$ cat src/hw/rtl/mbid_pkg.sv
// Package: types, opcode codes and decode tables for the block instruction decoder.
`timescale 1ns / 1ps

package mbid_pkg;

    localparam int INSTR_W = 32;
    localparam int ADDR_W  = 29;
    localparam int OP_W    = 7;
    localparam int REG_W   = 5;
    localparam int SEL_W   = 6;
    localparam int SHIFT_W = 4;

    localparam int BLOCK_SPAN_BYTES_DEFAULT = 256;
    localparam int FETCH_STEP = 4;

    typedef logic [OP_W-1:0] op_t;

    localparam op_t OP_NONE    = 7'd0;
    localparam op_t OP_J       = 7'd1;
    localparam op_t OP_JAL     = 7'd2;
    localparam op_t OP_BEQ     = 7'd3;
    localparam op_t OP_BGTZ    = 7'd6;
    localparam op_t OP_SLTIU   = 7'd10;
    localparam op_t OP_ANDI    = 7'd11;
    localparam op_t OP_LUI     = 7'd14;
    localparam op_t OP_COP1    = 7'd15;
    localparam op_t OP_INVALID = 7'd17;
    localparam op_t OP_LB      = 7'd18;
    localparam op_t OP_SWC3    = 7'd37;
    localparam op_t OP_JR      = 7'd44;
    localparam op_t OP_BREAK   = 7'd47;
    localparam op_t OP_BLTZ    = 7'd66;
    localparam op_t OP_BGEZ    = 7'd67;
    localparam op_t OP_BLTZAL  = 7'd68;
    localparam op_t OP_BGEZAL  = 7'd69;
    localparam op_t OP_RFE     = 7'd72;

    localparam logic [5:0] MAJOR_SPECIAL = 6'h00;
    localparam logic [5:0] MAJOR_REGIMM  = 6'h01;
    localparam logic [5:0] MAJOR_COP0    = 6'h10;
    localparam logic [5:0] MAJOR_COP2    = 6'h12;
    localparam logic [4:0] RT_BLTZAL     = 5'h10;
    localparam logic [4:0] RT_BGEZAL     = 5'h11;
    localparam logic [5:0] FUNCT_RFE     = 6'h10;
    localparam logic [SHIFT_W-1:0] GTE_SF_SHIFT = 4'd12;

    localparam op_t PRIMARY_OPS [64] = '{
         0,  0,  1,  2,  3,  4,  5,  6,   7,  8,  9, 10, 11, 12, 13, 14,
         0, 15,  0, 16, 17, 17, 17, 17,  17, 17, 17, 17, 17, 17, 17, 17,
        18, 19, 20, 21, 22, 23, 24, 17,  25, 26, 27, 28, 17, 17, 29, 17,
        30, 31, 32, 33, 17, 17, 17, 17,  34, 35, 36, 37, 17, 17, 17, 17
    };

    localparam op_t SPECIAL_OPS [64] = '{
        38, 17, 39, 40, 41, 17, 42, 43,  44, 45, 17, 17, 46, 47, 17, 17,
        48, 49, 50, 51, 17, 17, 17, 17,  52, 53, 54, 55, 17, 17, 17, 17,
        56, 57, 58, 59, 60, 61, 62, 63,  17, 17, 64, 65, 17, 17, 17, 17,
        17, 17, 17, 17, 17, 17, 17, 17,  17, 17, 17, 17, 17, 17, 17, 17
    };

    localparam op_t COP0_MOVE_OPS [16] = '{
        70, 17, 17, 17, 71, 17, 17, 17,  17, 17, 17, 17, 17, 17, 17, 17
    };

    localparam op_t COP2_MOVE_OPS [16] = '{
        73, 17, 74, 17, 75, 17, 76, 17,  17, 17, 17, 17, 17, 17, 17, 17
    };

    localparam op_t COP2_CMD_OPS [64] = '{
        77, 77,  0,  0,  0,  0, 78,  0,   0,  0,  0,  0, 79,  0,  0,  0,
        80, 81, 82, 83, 84,  0, 85,  0,   0,  0, 86, 87, 88,  0, 89,  0,
        90,  0,  0,  0,  0,  0,  0,  0,  91, 86, 92,  0,  0, 93, 94,  0,
        95,  0,  0,  0,  0,  0,  0,  0,   0,  0,  0,  0,  0, 96, 97, 98
    };

    typedef struct packed {
        op_t                op;
        logic [INSTR_W-1:0] immediate;
        logic               changes_flow;
    } dec_t;

endpackage

$ cat src/hw/rtl/mbid_decode.sv
// Combinational decode of one instruction word into op number, immediate and flow flag.
`timescale 1ns / 1ps

module mbid_decode (
    input  logic [mbid_pkg::INSTR_W-1:0] instruction,
    output mbid_pkg::dec_t               dec
);
    import mbid_pkg::*;

    logic [5:0] major;
    logic [4:0] rs;
    logic [4:0] rt;
    logic [5:0] funct;
    op_t        op;
    logic [15:0] low;

    assign major = instruction[31:26];
    assign rs    = instruction[25:21];
    assign rt    = instruction[20:16];
    assign funct = instruction[5:0];
    assign low   = instruction[15:0];

    always_comb begin
        case (major)
            MAJOR_SPECIAL: begin
                op = SPECIAL_OPS[funct];
            end
            MAJOR_REGIMM: begin
                if (rt == RT_BLTZAL) begin
                    op = OP_BLTZAL;
                end else if (rt == RT_BGEZAL) begin
                    op = OP_BGEZAL;
                end else begin
                    op = rt[0] ? OP_BGEZ : OP_BLTZ;
                end
            end
            MAJOR_COP0: begin
                if (!rs[4]) begin
                    op = COP0_MOVE_OPS[rs[3:0]];
                end else begin
                    op = (funct == FUNCT_RFE) ? OP_RFE : OP_NONE;
                end
            end
            MAJOR_COP2: begin
                if (!rs[4]) begin
                    op = COP2_MOVE_OPS[rs[3:0]];
                end else begin
                    op = COP2_CMD_OPS[funct];
                end
            end
            default: begin
                op = PRIMARY_OPS[major];
            end
        endcase
    end

    always_comb begin
        dec.op = op;
        if (op == OP_J || op == OP_JAL) begin
            dec.immediate = {6'd0, instruction[25:0]};
        end else if (op >= OP_ANDI && op <= OP_LUI) begin
            dec.immediate = {16'd0, low};
        end else if ((op >= OP_BEQ && op <= OP_SLTIU) || (op >= OP_LB && op <= OP_SWC3) ||
                     (op >= OP_BLTZ && op <= OP_BGEZAL)) begin
            dec.immediate = {{16{low[15]}}, low};
        end else begin
            dec.immediate = '0;
        end
        dec.changes_flow = (op >= OP_J && op <= OP_BGTZ) ||
                           (op >= OP_COP1 && op <= OP_INVALID) ||
                           (op >= OP_JR && op <= OP_BREAK) ||
                           (op >= OP_BLTZ && op <= OP_BGEZAL);
    end

endmodule

$ cat src/hw/rtl/mbid_block_track.sv
// Block-end tracking: delay-slot flag and span-boundary check.
`timescale 1ns / 1ps

module mbid_block_track #(
    parameter int BLOCK_SPAN_BYTES = mbid_pkg::BLOCK_SPAN_BYTES_DEFAULT
) (
    input  logic                        aclk,
    input  logic                        aresetn,
    input  logic                        advance,
    input  logic [mbid_pkg::ADDR_W-1:0] fetch_address,
    input  logic                        changes_flow,
    output logic                        block_end
);
    import mbid_pkg::*;

    localparam int SPAN_BITS = $clog2(BLOCK_SPAN_BYTES);

    logic              prev_changed_flow_reg;
    logic              prev_changed_flow_next;
    logic [ADDR_W-1:0] next_address;

    assign next_address = fetch_address + ADDR_W'(FETCH_STEP);
    assign block_end = prev_changed_flow_reg || (next_address[SPAN_BITS-1:2] == '0);

    always_comb begin
        prev_changed_flow_next = prev_changed_flow_reg;
        if (advance) begin
            prev_changed_flow_next = !block_end && changes_flow;
        end
    end

    always_ff @(posedge aclk) begin
        if (!aresetn) begin
            prev_changed_flow_reg <= 1'b0;
        end else begin
            prev_changed_flow_reg <= prev_changed_flow_next;
        end
    end

endmodule

$ cat src/hw/rtl/mips_block_instruction_decoder.sv
// Top level: input register, decode, block tracking and result register.
//
//   channel | ports                               | direction
//   s_      | s_instruction, s_fetch_address      | in, valid/ready
//   m_      | m_op .. m_block_end (11 fields)     | out, valid/ready
//
// One item per cycle sustained while m_ready is high; m_valid is registered.
// The decode sits between the input register and the result register.
// Synchronous active-low reset clears both valid flags and the delay-slot flag.
// A stalled result holds its register; the input register still takes an item
// when the result register frees in the same cycle.
`timescale 1ns / 1ps

module mips_block_instruction_decoder #(
    parameter int BLOCK_SPAN_BYTES = mbid_pkg::BLOCK_SPAN_BYTES_DEFAULT
) (
    input  logic                         aclk,
    input  logic                         aresetn,
    input  logic                         s_valid,
    output logic                         s_ready,
    input  logic [mbid_pkg::INSTR_W-1:0] s_instruction,
    input  logic [mbid_pkg::ADDR_W-1:0]  s_fetch_address,
    output logic                         m_valid,
    input  logic                         m_ready,
    output logic [mbid_pkg::OP_W-1:0]    m_op,
    output logic [mbid_pkg::REG_W-1:0]   m_rs_index,
    output logic [mbid_pkg::REG_W-1:0]   m_rt_index,
    output logic [mbid_pkg::REG_W-1:0]   m_rd_index,
    output logic [mbid_pkg::REG_W-1:0]   m_shift_amount,
    output logic [mbid_pkg::INSTR_W-1:0] m_immediate,
    output logic                         m_gte_lm,
    output logic [mbid_pkg::SHIFT_W-1:0] m_gte_shift,
    output logic [mbid_pkg::SEL_W-1:0]   m_gte_select,
    output logic                         m_changes_flow,
    output logic                         m_block_end
);
    import mbid_pkg::*;

    logic               in_valid_reg;
    logic               in_valid_next;
    logic [INSTR_W-1:0] instr_reg;
    logic [ADDR_W-1:0]  addr_reg;
    logic               out_valid_reg;
    logic               out_valid_next;
    logic               advance;
    logic               accept;
    logic               block_end;
    dec_t               dec;

    assign advance = in_valid_reg && (!out_valid_reg || m_ready);
    assign s_ready = !in_valid_reg || advance;
    assign accept  = s_valid && s_ready;
    assign m_valid = out_valid_reg;

    mbid_decode u_decode (
        .instruction (instr_reg),
        .dec         (dec)
    );

    mbid_block_track #(
        .BLOCK_SPAN_BYTES (BLOCK_SPAN_BYTES)
    ) u_block_track (
        .aclk          (aclk),
        .aresetn       (aresetn),
        .advance       (advance),
        .fetch_address (addr_reg),
        .changes_flow  (dec.changes_flow),
        .block_end     (block_end)
    );

    always_comb begin
        in_valid_next = in_valid_reg;
        if (accept) begin
            in_valid_next = 1'b1;
        end else if (advance) begin
            in_valid_next = 1'b0;
        end
        out_valid_next = out_valid_reg;
        if (advance) begin
            out_valid_next = 1'b1;
        end else if (m_ready) begin
            out_valid_next = 1'b0;
        end
    end

    always_ff @(posedge aclk) begin
        if (!aresetn) begin
            in_valid_reg  <= 1'b0;
            out_valid_reg <= 1'b0;
        end else begin
            in_valid_reg  <= in_valid_next;
            out_valid_reg <= out_valid_next;
        end
    end

    always_ff @(posedge aclk) begin
        if (accept) begin
            instr_reg <= s_instruction;
            addr_reg  <= s_fetch_address;
        end
    end

    always_ff @(posedge aclk) begin
        if (advance) begin
            m_op           <= dec.op;
            m_rs_index     <= instr_reg[25:21];
            m_rt_index     <= instr_reg[20:16];
            m_rd_index     <= instr_reg[15:11];
            m_shift_amount <= instr_reg[10:6];
            m_immediate    <= dec.immediate;
            m_gte_lm       <= instr_reg[10];
            m_gte_shift    <= instr_reg[19] ? GTE_SF_SHIFT : '0;
            m_gte_select   <= instr_reg[18:13];
            m_changes_flow <= dec.changes_flow;
            m_block_end    <= block_end;
        end
    end

endmodule

$ cat config.mk
export PLATFORM = sky130hd
export DESIGN_NAME = mips_block_instruction_decoder
export DESIGN_NICKNAME = d
export VERILOG_FILES = /design/src/hw/rtl/mbid_pkg.sv /design/src/hw/rtl/mbid_decode.sv /design/src/hw/rtl/mbid_block_track.sv /design/src/hw/rtl/mips_block_instruction_decoder.sv
export SDC_FILE = /design/constraint.sdc
export NUM_CORES = 1
export LEC_CHECK = 0
export BUFFER_PORTS_ARGS = -buffer_cell sky130_fd_sc_hd__buf_2
export CORE_ASPECT_RATIO = 1.75
export CORE_MARGIN = 2
export CORE_UTILIZATION = 40
export DETAILED_ROUTE_END_ITERATION = 10
export GPL_ROUTABILITY_DRIVEN = 1
export GPL_TIMING_DRIVEN = 0
export PLACE_DENSITY_LB_ADDON = 0.15
export SLEW_MARGIN = 20
export SYNTH_ARGS = -nofsm -noshare
export SYNTH_HDL_FRONTEND = slang
export SYNTH_SLANG_ARGS = --single-unit
$ cat constraint.sdc
create_clock -name aclk -period 3.4 [get_ports aclk]
set_clock_uncertainty 0.15 [all_clocks]
set_input_delay 0.17 -clock aclk [delete_from_list [all_inputs] [get_ports aclk]]
set_output_delay 0.17 -clock aclk [all_outputs]
set_load 0.01 [all_outputs]
; ---- After elaboration in Yosys (flattened, before gate mapping)
; Memories as Yosys holds them, arrays and structs flattened.
; Cells that the tools add are included.
[word_totals]
ff_bits = 110
rom_bits = 1568
in_bits = 65
out_inout_bits = 74
wordCells = 104
memories = 5
[mem_list]
columns = memory, depth, width, read_ports, rd_ports_with_merged_regs, write_ports, line
row1 = (no name shown), 64, 7, 1, 0, 0, mbid_decode.sv:52  ; op = PRIMARY_OPS[major];
row2 = (no name shown), 64, 7, 1, 0, 0, mbid_decode.sv:48  ; op = COP2_CMD_OPS[funct];
row3 = (no name shown), 64, 7, 1, 0, 0, mbid_decode.sv:26  ; op = SPECIAL_OPS[funct];
row4 = (no name shown), 16, 7, 1, 0, 0, mbid_decode.sv:39  ; op = COP0_MOVE_OPS[rs[3:0]];
row5 = (no name shown), 16, 7, 1, 0, 0, mbid_decode.sv:46  ; op = COP2_MOVE_OPS[rs[3:0]];
[classes]
addsub = 1
magnitude_cmp = 17
n_eq_ne = 8
n_mux = 25
bitwise = 4
reduce_logical = 27
[ops]
columns = operator, count
row1 = 7-bit two-way mux, 15
row2 = 26-bit two-way mux, 3
row3 = 7-bit case mux with 4 select lines, 1
row4 = "7-bit greater-or-equal comparator, second input constant", 3
row5 = "6-bit by 5-bit equality test with 1-bit output, second input constant", 3
row6 = "7-bit by 4-bit greater-or-equal comparator with 1-bit output, second input constant", 2
row7 = "7-bit by 4-bit less-or-equal comparator with 1-bit output, second input constant", 2
row8 = "7-bit by 6-bit less-or-equal comparator with 1-bit output, second input constant", 2
row9 = 6-bit NOT with 7-bit output, 2
row10 = 6-bit zero test, 2
row11 = "5-bit equality test, second input constant", 2
row12 = 1-bit logical AND, 10
row13 = 1-bit logical OR, 9
row14 = "8-bit by 3-bit adder with 8-bit output, second input constant", 1
row15 = "7-bit by 1-bit equality test with 1-bit output, second input constant", 1
row16 = "7-bit by 2-bit equality test with 1-bit output, second input constant", 1
row17 = "7-bit by 1-bit greater-or-equal comparator with 1-bit output, second input constant", 1
row18 = "7-bit by 2-bit greater-or-equal comparator with 1-bit output, second input constant", 1
row19 = "7-bit by 5-bit greater-or-equal comparator with 1-bit output, second input constant", 1
row20 = "7-bit by 6-bit greater-or-equal comparator with 1-bit output, second input constant", 1
row21 = "7-bit by 3-bit less-or-equal comparator with 1-bit output, second input constant", 1
row22 = "7-bit by 5-bit less-or-equal comparator with 1-bit output, second input constant", 1
row23 = "7-bit less-or-equal comparator, second input constant", 1
row24 = "6-bit by 1-bit equality test with 1-bit output, second input constant", 1
row25 = other kinds (8), 15

; ---- Longest topological paths before layout
; Gate-level depths: netlist of run 1.
[logic_depth]
depth_word = 13
mapped_depth = 15
ltp_nobuf = 12

; ---- Hierarchy
; Synthesis of run 1 repeated with hierarchy kept, for this count alone.
[unflattened]
hier_cells = 453
area_unflattened_um2 = 5967.0
[by_module_without_submodules]
columns = module, n_inst, cells_per_inst, area_each_um2, seq_area_each_um2
row1 = mips_block_instruction_decoder, 1, 143, 3853.7, 3703.6
row2 = mbid_decode, 1, 302, 2052.0, 0.0
row3 = mbid_block_track, 1, 8, 61.3, 20.0

; ---- Worst setup path after synthesis of run 1
; No wires, ideal clock.
[synth_path]
kind = register to register
from = register instr_reg[1]
to = register m_immediate[22] (netlist name) (data pin)
t_arrival_ps = 3099
required_time_ps = 2982
slack_ps = -116
path_stages_with_launch = 15
path_cell_list = edfxtp_1 buf_2 inv_1 ha_1 or2_0 a311oi_1 a31oi_1 o211a_1 o32ai_2 clkinv_1 a211o_1 mux2i_1 o22a_2 buf_2 o21ai_0
[synth_lines]
columns = element, line
row1 = start: declaration, mips_block_instruction_decoder.sv:41  ; logic [INSTR_W-1:0] instr_reg;
row2 = start signal: assignment, mips_block_instruction_decoder.sv:98  ; instr_reg <= s_instruction;
row3 = end signal: assignment, mips_block_instruction_decoder.sv:110  ; m_immediate <= dec.immediate;
row4 = end: declaration, mips_block_instruction_decoder.sv:30  ; output logic [mbid_pkg::INSTR_W-1:0] m_immediate,

==> metrics.txt, run 1 <==
CTS tree=done; P_int=roughly 2.3 mW; Slew Limit Fails=0; Routed wire per std cell=between 15 and 20 um; Net Sw Frac=27.3%; CTS H-Tree Depth=3; max incr delay on CP=between 0.5 and 0.6 ns; power density cells=roughly 430 nW/um^2; status=finished with violations; drc violations=0; Starting Density=between 40% and 50%; RSZ-0062 raised after global routing=true; clock network fraction of design power=roughly 33%; cts bufs inserted=9; met1 Track Usage GR=between 20% and 30%; final worst path period share=102%; Seq/Total Area, Yosys=roughly 56%; Core Util, Final=slightly below 60%; Arr. time, crit path=about 3.5 ns; Fmax=288 MHz; Post-DRT Antenna Nets=0; port buffer count=between 100 and 150; Synth Register Bits=between 90 and 100; CTS Buffer Depth=2; gp weighted congestion=0.873; Req. time, crit path=3.45 ns; Synth Cell Area=5170 sq um; Final Setup Violations=26; synth-to-layout area growth=46.2%; Hold WS=approximately 0.024 ns; Worst slew margin=between 50% and 60%; core area=~13000 sq um; Reg power frac=between 40 and 50%; R2R Setup Slk=-0.08 ns; 1st-iter DRT viols=around 220; setup tns final=-0.858 ns; CP Launch Type=flip-flop; Distinct cells, synth=a little over 80; ys flop type=edfxtp_1; R2R depth=12; met3 usage=3.21%; crit path kind=reg2reg; Hold Path End=m_valid; die area=approximately 14000 sq um; GRT busiest layer=met2; nets=between 700 and 800; layout cells sized above 1=a little under half; Fill cells=about 1100; FF-to-FF End=m_immediate[12]; clock sinks=97; Max Cap Viol=0; pre-CTS setup slack=-0.992 ns; Overall Global Routing Usage=19.7%; Die Y=between 150 and 200 um; Net Sw Power=~0.88 mW; CP cell instances=ha_4, mux2_4, mux4_2, a2111oi_4, a31oi_4, buf_6, or3_1, a21oi_2, o21ai_4, buf_12, buf_8, a21boi_2; hold path cells=3; via/cell ratio=between 5 and 6; initial antenna violation count=0; pin count of the biggest net entering global routing=30; via count=approximately 4200; M2 GR Usage=between 30% and 40%; DP Wirelength=9350 um; final hold vios=0; Detailed Route WL=13900 um; Die Wd=between 80 and 90 um; Mapped Cells=between 400 and 500; total congestion overflow=0; fraction of registers with async set/reset=0%; Design Power=~3.2 mW; Clock Root Buffer=clkbuf_16; VDD IR-drop max=approximately 240 uV; Post-synth EDFFs=94; worst slew pin tran=between 0.6 and 0.7 ns; worst r2r src=instr_reg[27]; Critical Path End Type=flip-flop; fin crit period=between 3 and 4 ns; failing checks=setup timing; std cell rows=55; first-pass GRT wire length=21400 um; slowest CP cell=edfxtp_1; warnings from Yosys=0; I/O pins=139; maximum fanout along the worst path=5; Mean Syn Cell Area=between 10 and 15 sq um; number of global-route vias before repair=approximately 4200; final worst slack=-0.0759 ns; Clock transition at path regs=~0.07 ns; Leak Pwr=slightly below 3 nW; Antenna diodes=0; max reg flops=32; Hold Crit Start=m_ready; worst hold-check path type=in2reg; clk_lat worst skew=approximately 0.35 ns; drt pass-1 iters=5; Logic pwr share=~23%
-- per-layer routing --
layer / wire length, um / vias to the layer above
met3: 540 / 28
met5: 0 / -
met4: 519 / 0
met2: 7830 / 146
met1: 4990 / 1965
li1: - / 2024
-- repair_timing --
item / CTS / global route
hold buffers: 41 / 0
gates cloned: 3 / 0
setup buffers: 26 / 7
endpoints found under the setup margin: 29 / 29
resized for setup: 100 / 37
pin swaps: 30 / 22
endpoints found under the hold margin: 41 / 0
-- stage by stage --
stage          instance area (sq um)  std cells
2_1_floorplan                   5180        430
3_3_place_gp                    5960        714
3_5_place_dp                    6000        716
4_1_cts                         7330        801
5_1_grt                         7560        807
6_report                        7560        807
-- kinds of logic after synthesis --
family          share of synthesized area (%)
compound gates                           16.3
flops                                    55.7
xor+xnor                                0.339
simple gates                             14.3
mux                                      2.20
fa+ha+maj                                4.11
buf+inv                                  6.94
other cells                            0.0725
-- worst max-delay path, delay by kind of cell (launching register included) --
| kind | cells | cell delay, ns |
|---|---|---|
| and+or+nand+nor | 1 | 0.31 |
| DFF | 1 | 0.51 |
| buffers and inverters | 3 | 0.44 |
| AOI/OAI and AO/OA | 5 | 0.93 |
| adders and majority gates | 1 | 0.23 |
| muxes | 2 | 0.76 |
-- power by group through the flow --
stage	clock network, mW	logic (mW)	registers, mW
5_1_grt	1.12	0.778	1.45
3_3_place_gp	0	0.466	1.47
4_1_cts	1.08	0.678	1.44
2_1_floorplan	0	0.293	1.49
3_5_place_dp	0	0.481	1.47
6_report	1.06	0.726	1.44
-- cell type report --
class,instances,area (sq um),area share (%)
multi-input combinational,275,2380,31.5
buffer,38,304,4.02
timing repair buffer,192,1380,18.3
sequential,97,2880,38.1
clock inverter,7,85.1,1.13
clock buffer,9,225,2.98
inverter,18,82.6,1.09
tap,171,214,2.83
-- cells in the mapped netlist (3+ instances only) --
| master | instances | area share, % |
|---|---|---|
| dfxtp_1 | 3 | 1.2 |
| a311oi_1 | 3 | 0.51 |
| a2111oi_0 | 4 | 0.68 |
| a21boi_1 | 4 | 0.58 |
| a21oi_1 | 22 | 2.1 |
| a21boi_0 | 7 | 1.0 |
| o21bai_1 | 3 | 0.44 |
| a31oi_1 | 5 | 0.60 |
| o31ai_1 | 4 | 0.58 |
| inv_1 | 15 | 1.1 |
| and3_1 | 3 | 0.36 |
| mux2i_1 | 5 | 0.97 |
| buf_2 | 5 | 0.48 |
| a211oi_1 | 3 | 0.44 |
| ha_1 | 17 | 4.1 |
| buf_4 | 20 | 2.9 |
| nor3_1 | 8 | 0.77 |
| nand4_1 | 6 | 0.73 |
| buf_6 | 5 | 1.1 |
| o21ai_0 | 23 | 2.2 |
| clkbuf_1 | 7 | 0.51 |
| and2_1 | 3 | 0.36 |
| o211ai_1 | 4 | 0.58 |
| o21ai_1 | 4 | 0.39 |
| edfxtp_1 | 94 | 55 |
| nand2_1 | 23 | 1.7 |
| nor4_1 | 3 | 0.36 |
| or3_1 | 5 | 0.60 |
| nor2b_1 | 15 | 1.8 |
| nand3_1 | 10 | 0.97 |
| nand2b_1 | 8 | 0.97 |
| nor4b_1 | 4 | 0.68 |
| nor2_1 | 20 | 1.5 |
-- worst max-delay path by stage --
stage	start	endpoint	slack, ns	cells past startpoint
floorplan	instr_reg[27]	m_immediate[15]	0.02	13
global placement	instr_reg[0]	m_immediate[15]	-0.96	14
detailed placement	instr_reg[0]	m_immediate[0]	-0.99	14
CTS	instr_reg[1]	m_immediate[22]	-0.08	14
global route	instr_reg[1]	m_immediate[15]	-0.18	16
finish	instr_reg[27]	m_immediate[12]	-0.08	12
-- cells in the final DEF, fill, tap and decap left out, types with 4 or more instances in the layout --
master and instances:
a21boi_1 6, nand4_1 6, clkbuf_16 9, buf_4 43, clkbuf_2 4, nor3_1 5, or3_1 5, buf_12 5
o211ai_1 4, a21oi_1 15, nor2_1 18, o21ai_1 8, buf_6 14, a21oi_2 6, buf_8 4, inv_2 6
mux2i_1 4, inv_1 8, ha_4 5, edfxtp_1 94, ha_1 11, nand3_1 8, o21ai_2 6, nand2b_1 7
nor2b_1 13, nand2_1 23, dlygate4sd3_1 41, buf_2 115, nor4b_1 4, o21ai_0 12, a21boi_2 4
No activity file was read; power rests on OpenSTA's default activity.
==> inputs of run 2 (changes only) <==
--- a/config.mk
+++ b/config.mk
@@ -6,13 +6,16 @@
 export NUM_CORES = 1
 export LEC_CHECK = 0
 export BUFFER_PORTS_ARGS = -buffer_cell sky130_fd_sc_hd__buf_2
+export CELL_PAD_IN_SITES_DETAIL_PLACEMENT = 1
+export CELL_PAD_IN_SITES_GLOBAL_PLACEMENT = 2
 export CORE_ASPECT_RATIO = 1.75
 export CORE_MARGIN = 2
-export CORE_UTILIZATION = 40
+export CORE_UTILIZATION = 31
 export DETAILED_ROUTE_END_ITERATION = 10
 export GPL_ROUTABILITY_DRIVEN = 1
 export GPL_TIMING_DRIVEN = 0
 export PLACE_DENSITY_LB_ADDON = 0.15
+export RECOVER_POWER = 25
 export SLEW_MARGIN = 20
 export SYNTH_ARGS = -nofsm -noshare
 export SYNTH_HDL_FRONTEND = slang
==> run 2 against run 1 <==
Against the previous run: the run still ends with setup timing left; combinational power is 5.2% lower; final area is 3.1% lower; cell count is 5.2% higher; sequential power hardly changed; non-clock buffer count is 9 lower; global-route usage is 1.9 points lower; fmax is 3.0% lower; count of clock-buffer cells in the layout stayed put; sequential share of layout area is 1.2 points higher.
==> metrics.txt, run 2 (synthesis results as in run 1) <==
status=finished with violations; failing checks=setup timing; fin crit period=3.58 ns (+0.108 ns); slowest CP cell=mux4_2; Detailed Route WL=15700 um (+13%); Hold Crit Start=m_ready; pre-CTS setup slack=-1.24 ns (-0.247 ns); R2R depth=11 (-1); number of global-route vias before repair=4357 (+3.6%); Worst slew margin=59.5% (+1.9 points); final hold vios=0 (unchanged); first-pass GRT wire length=23800 um (+11%); Sequential Area=2880 sq um (unchanged); most common cell after layout, fill and taps aside=buf_2; total congestion overflow=0 (unchanged); CTS tree=done; std cell rows=62 (+13%); drc violations=0 (unchanged); CP Launch Type=flip-flop; Clock transition at path regs=0.06 ns (about the same); CP cell instances=ha_2, mux2_4, mux4_2, a2111oi_4, a31oi_4, buf_6, a211o_1, mux2i_1, o22a_2, buf_6, a21boi_1; gp weighted congestion=0.856 (-1.9%); Clock Root Buffer=clkbuf_16; Multi-input gate area=2240 sq um (-6.2%); Die Y=175 um (+13%); nets=704 (-1.3%); 1st-iter DRT viols=166 (-26%); final worst slack=-0.184 ns (-0.108 ns); Antenna diodes=0 (unchanged); final worst path period share=105% (+3.2 points); Starting Density=31.6% (-8.8 points); via count=4121 (-1.0%); worst r2r src=instr_reg[27]; via/cell ratio=4.85 (-5.9%); Arr. time, crit path=3.53 ns (about the same); worst hold-check path type=in2reg; maximum fanout along the worst path=6 (+1); Critical Path End Type=flip-flop; Fmax=279 MHz (-3.0%); Leak Pwr=2.84 nW (-4.0%); synth-to-layout area growth=41.7%; placed inst area=6070 sq um (+1.1%); RSZ-0062 raised after global routing=true; drt pass-1 iters=4 (-1); pin count of the biggest net entering global routing=36 (+20%); Cell Count, Final, Fillers Out=849 (+5.2%); Final Cell Area=7330 sq um (-3.1%); worst slew pin tran=0.599 ns (-0.0274 ns); critical path's most frequent cell=buf_6; Hold Path End=m_valid; clock sinks=97 (unchanged); DP Wirelength=11500 um (+23%); crit path kind=reg2reg; Overall Global Routing Usage=17.8% (-1.9 points); Slew Limit Fails=0 (unchanged); hold path cells=3 (unchanged); Die Wd=102 um (+13%); placed cells=769 (+7.4%); CTS H-Tree Depth=3 (unchanged); Final Setup Violations=27 (+3.8%); clk_lat worst skew=0.34 ns (about the same); port buffer count=113 (unchanged); Design Power=3.14 mW (-2.8%); max incr delay on CP=0.51 ns (about the same); Post-DRT Antenna Nets=0 (unchanged); I/O pins=139 (unchanged); Routed wire per std cell=18.5 um (+7.8%); VDD IR-drop max=252 uV (+3.9%); Max Cap Viol=0 (unchanged); Fill cells=1801 (+68%); commonest non-fill, non-tap cells in the layout=buf_2 (112), edfxtp_1 (94), buf_4 (40), dlygate4sd3_1 (40), nand2_1 (23); R2R Setup Slk=-0.18 ns (-0.11 ns); layout cells sized above 1=41.1% (-4.3 points); FF-to-FF End=m_immediate[7]; max reg flops=32 (unchanged); Req. time, crit path=3.34 ns (-0.11 ns); cts bufs inserted=9 (unchanged); initial antenna violation count=0 (unchanged); CTS Buffer Depth=2 (unchanged); power density cells=428 nW/um^2 (+0.30%); die area=17800 sq um (+28%); core area=16400 sq um (+28%)
==> run 2: power by group <==
part	internal (mW)	leakage (nW)	switching, mW
sequential	1.41	0.925	0.0365
clock	0.564	0.140	0.440
combinational	0.324	1.78	0.364
total	2.30	2.84	0.840
==> run 2: metal layers <==
layer	GRT usage (%)	routed length [um]	up-vias
met5	0	0	-
met4	7.49	493	0
met3	2.40	494	24
met2	34.2	9050	101
met1	18.6	5700	2000
li1	-	-	1996
==> run 2: final cells by class <==
class	count	area share (%)
buffer	39	4.27
clock buffer	9	3.07
clock inverter	5	0.768
inverter	18	1.09
multi-input combinational	275	30.5
sequential	97	39.3
tap	224	3.83
timing repair buffer	182	17.1
==> run 2: worst max-delay path by stage <==
stage	start	to	slack, ns	cells after the start
after floorplan	instr_reg[27]	m_immediate[15]	0.02	13
after global placement	instr_reg[0]	m_immediate[15]	-1.18	14
after detailed placement	instr_reg[0]	m_immediate[15]	-1.24	14
after CTS	instr_reg[27]	m_immediate[15]	-0.17	11
after global routing	instr_reg[1]	m_immediate[26]	-0.33	14
final	instr_reg[27]	m_immediate[7]	-0.18	11
==> run 2: per-stage QoR <==
| step | utilization (%) | TNS (ns) | hold WS [ns] |
|---|---|---|---|
| floorplan | - | 0 | 0.119 |
| global placement | 36.8 | -31.46 | 0.196 |
| detailed placement | 37.1 | -32.92 | 0.198 |
| CTS | 43.5 | -3.84 | 0.0299 |
| global route | 44.8 | -8.64 | 0.0627 |
| finish | 44.8 | -4.29 | 0.0401 |
==> run 2: what timing repair did <==
action | in CTS | in global routing
pin swaps | 10 | 14
cloned | 1 | 2
gates resized for setup | 63 | 37
setup endpoints to repair | 30 | 29
setup buffers | 18 | 6
endpoints found under the hold margin | 41 | 0
hold buffers | 40 | 0
==> run 2: worst max-delay path: cells and delay by family, from the launching register on <==
family                     cells  cell delay [ns]
AOI/OAI and AO/OA              5             1.19
DFF                            1             0.48
adders and majority gates      1             0.22
muxes                          3             0.93
buffers and inverters          2             0.33
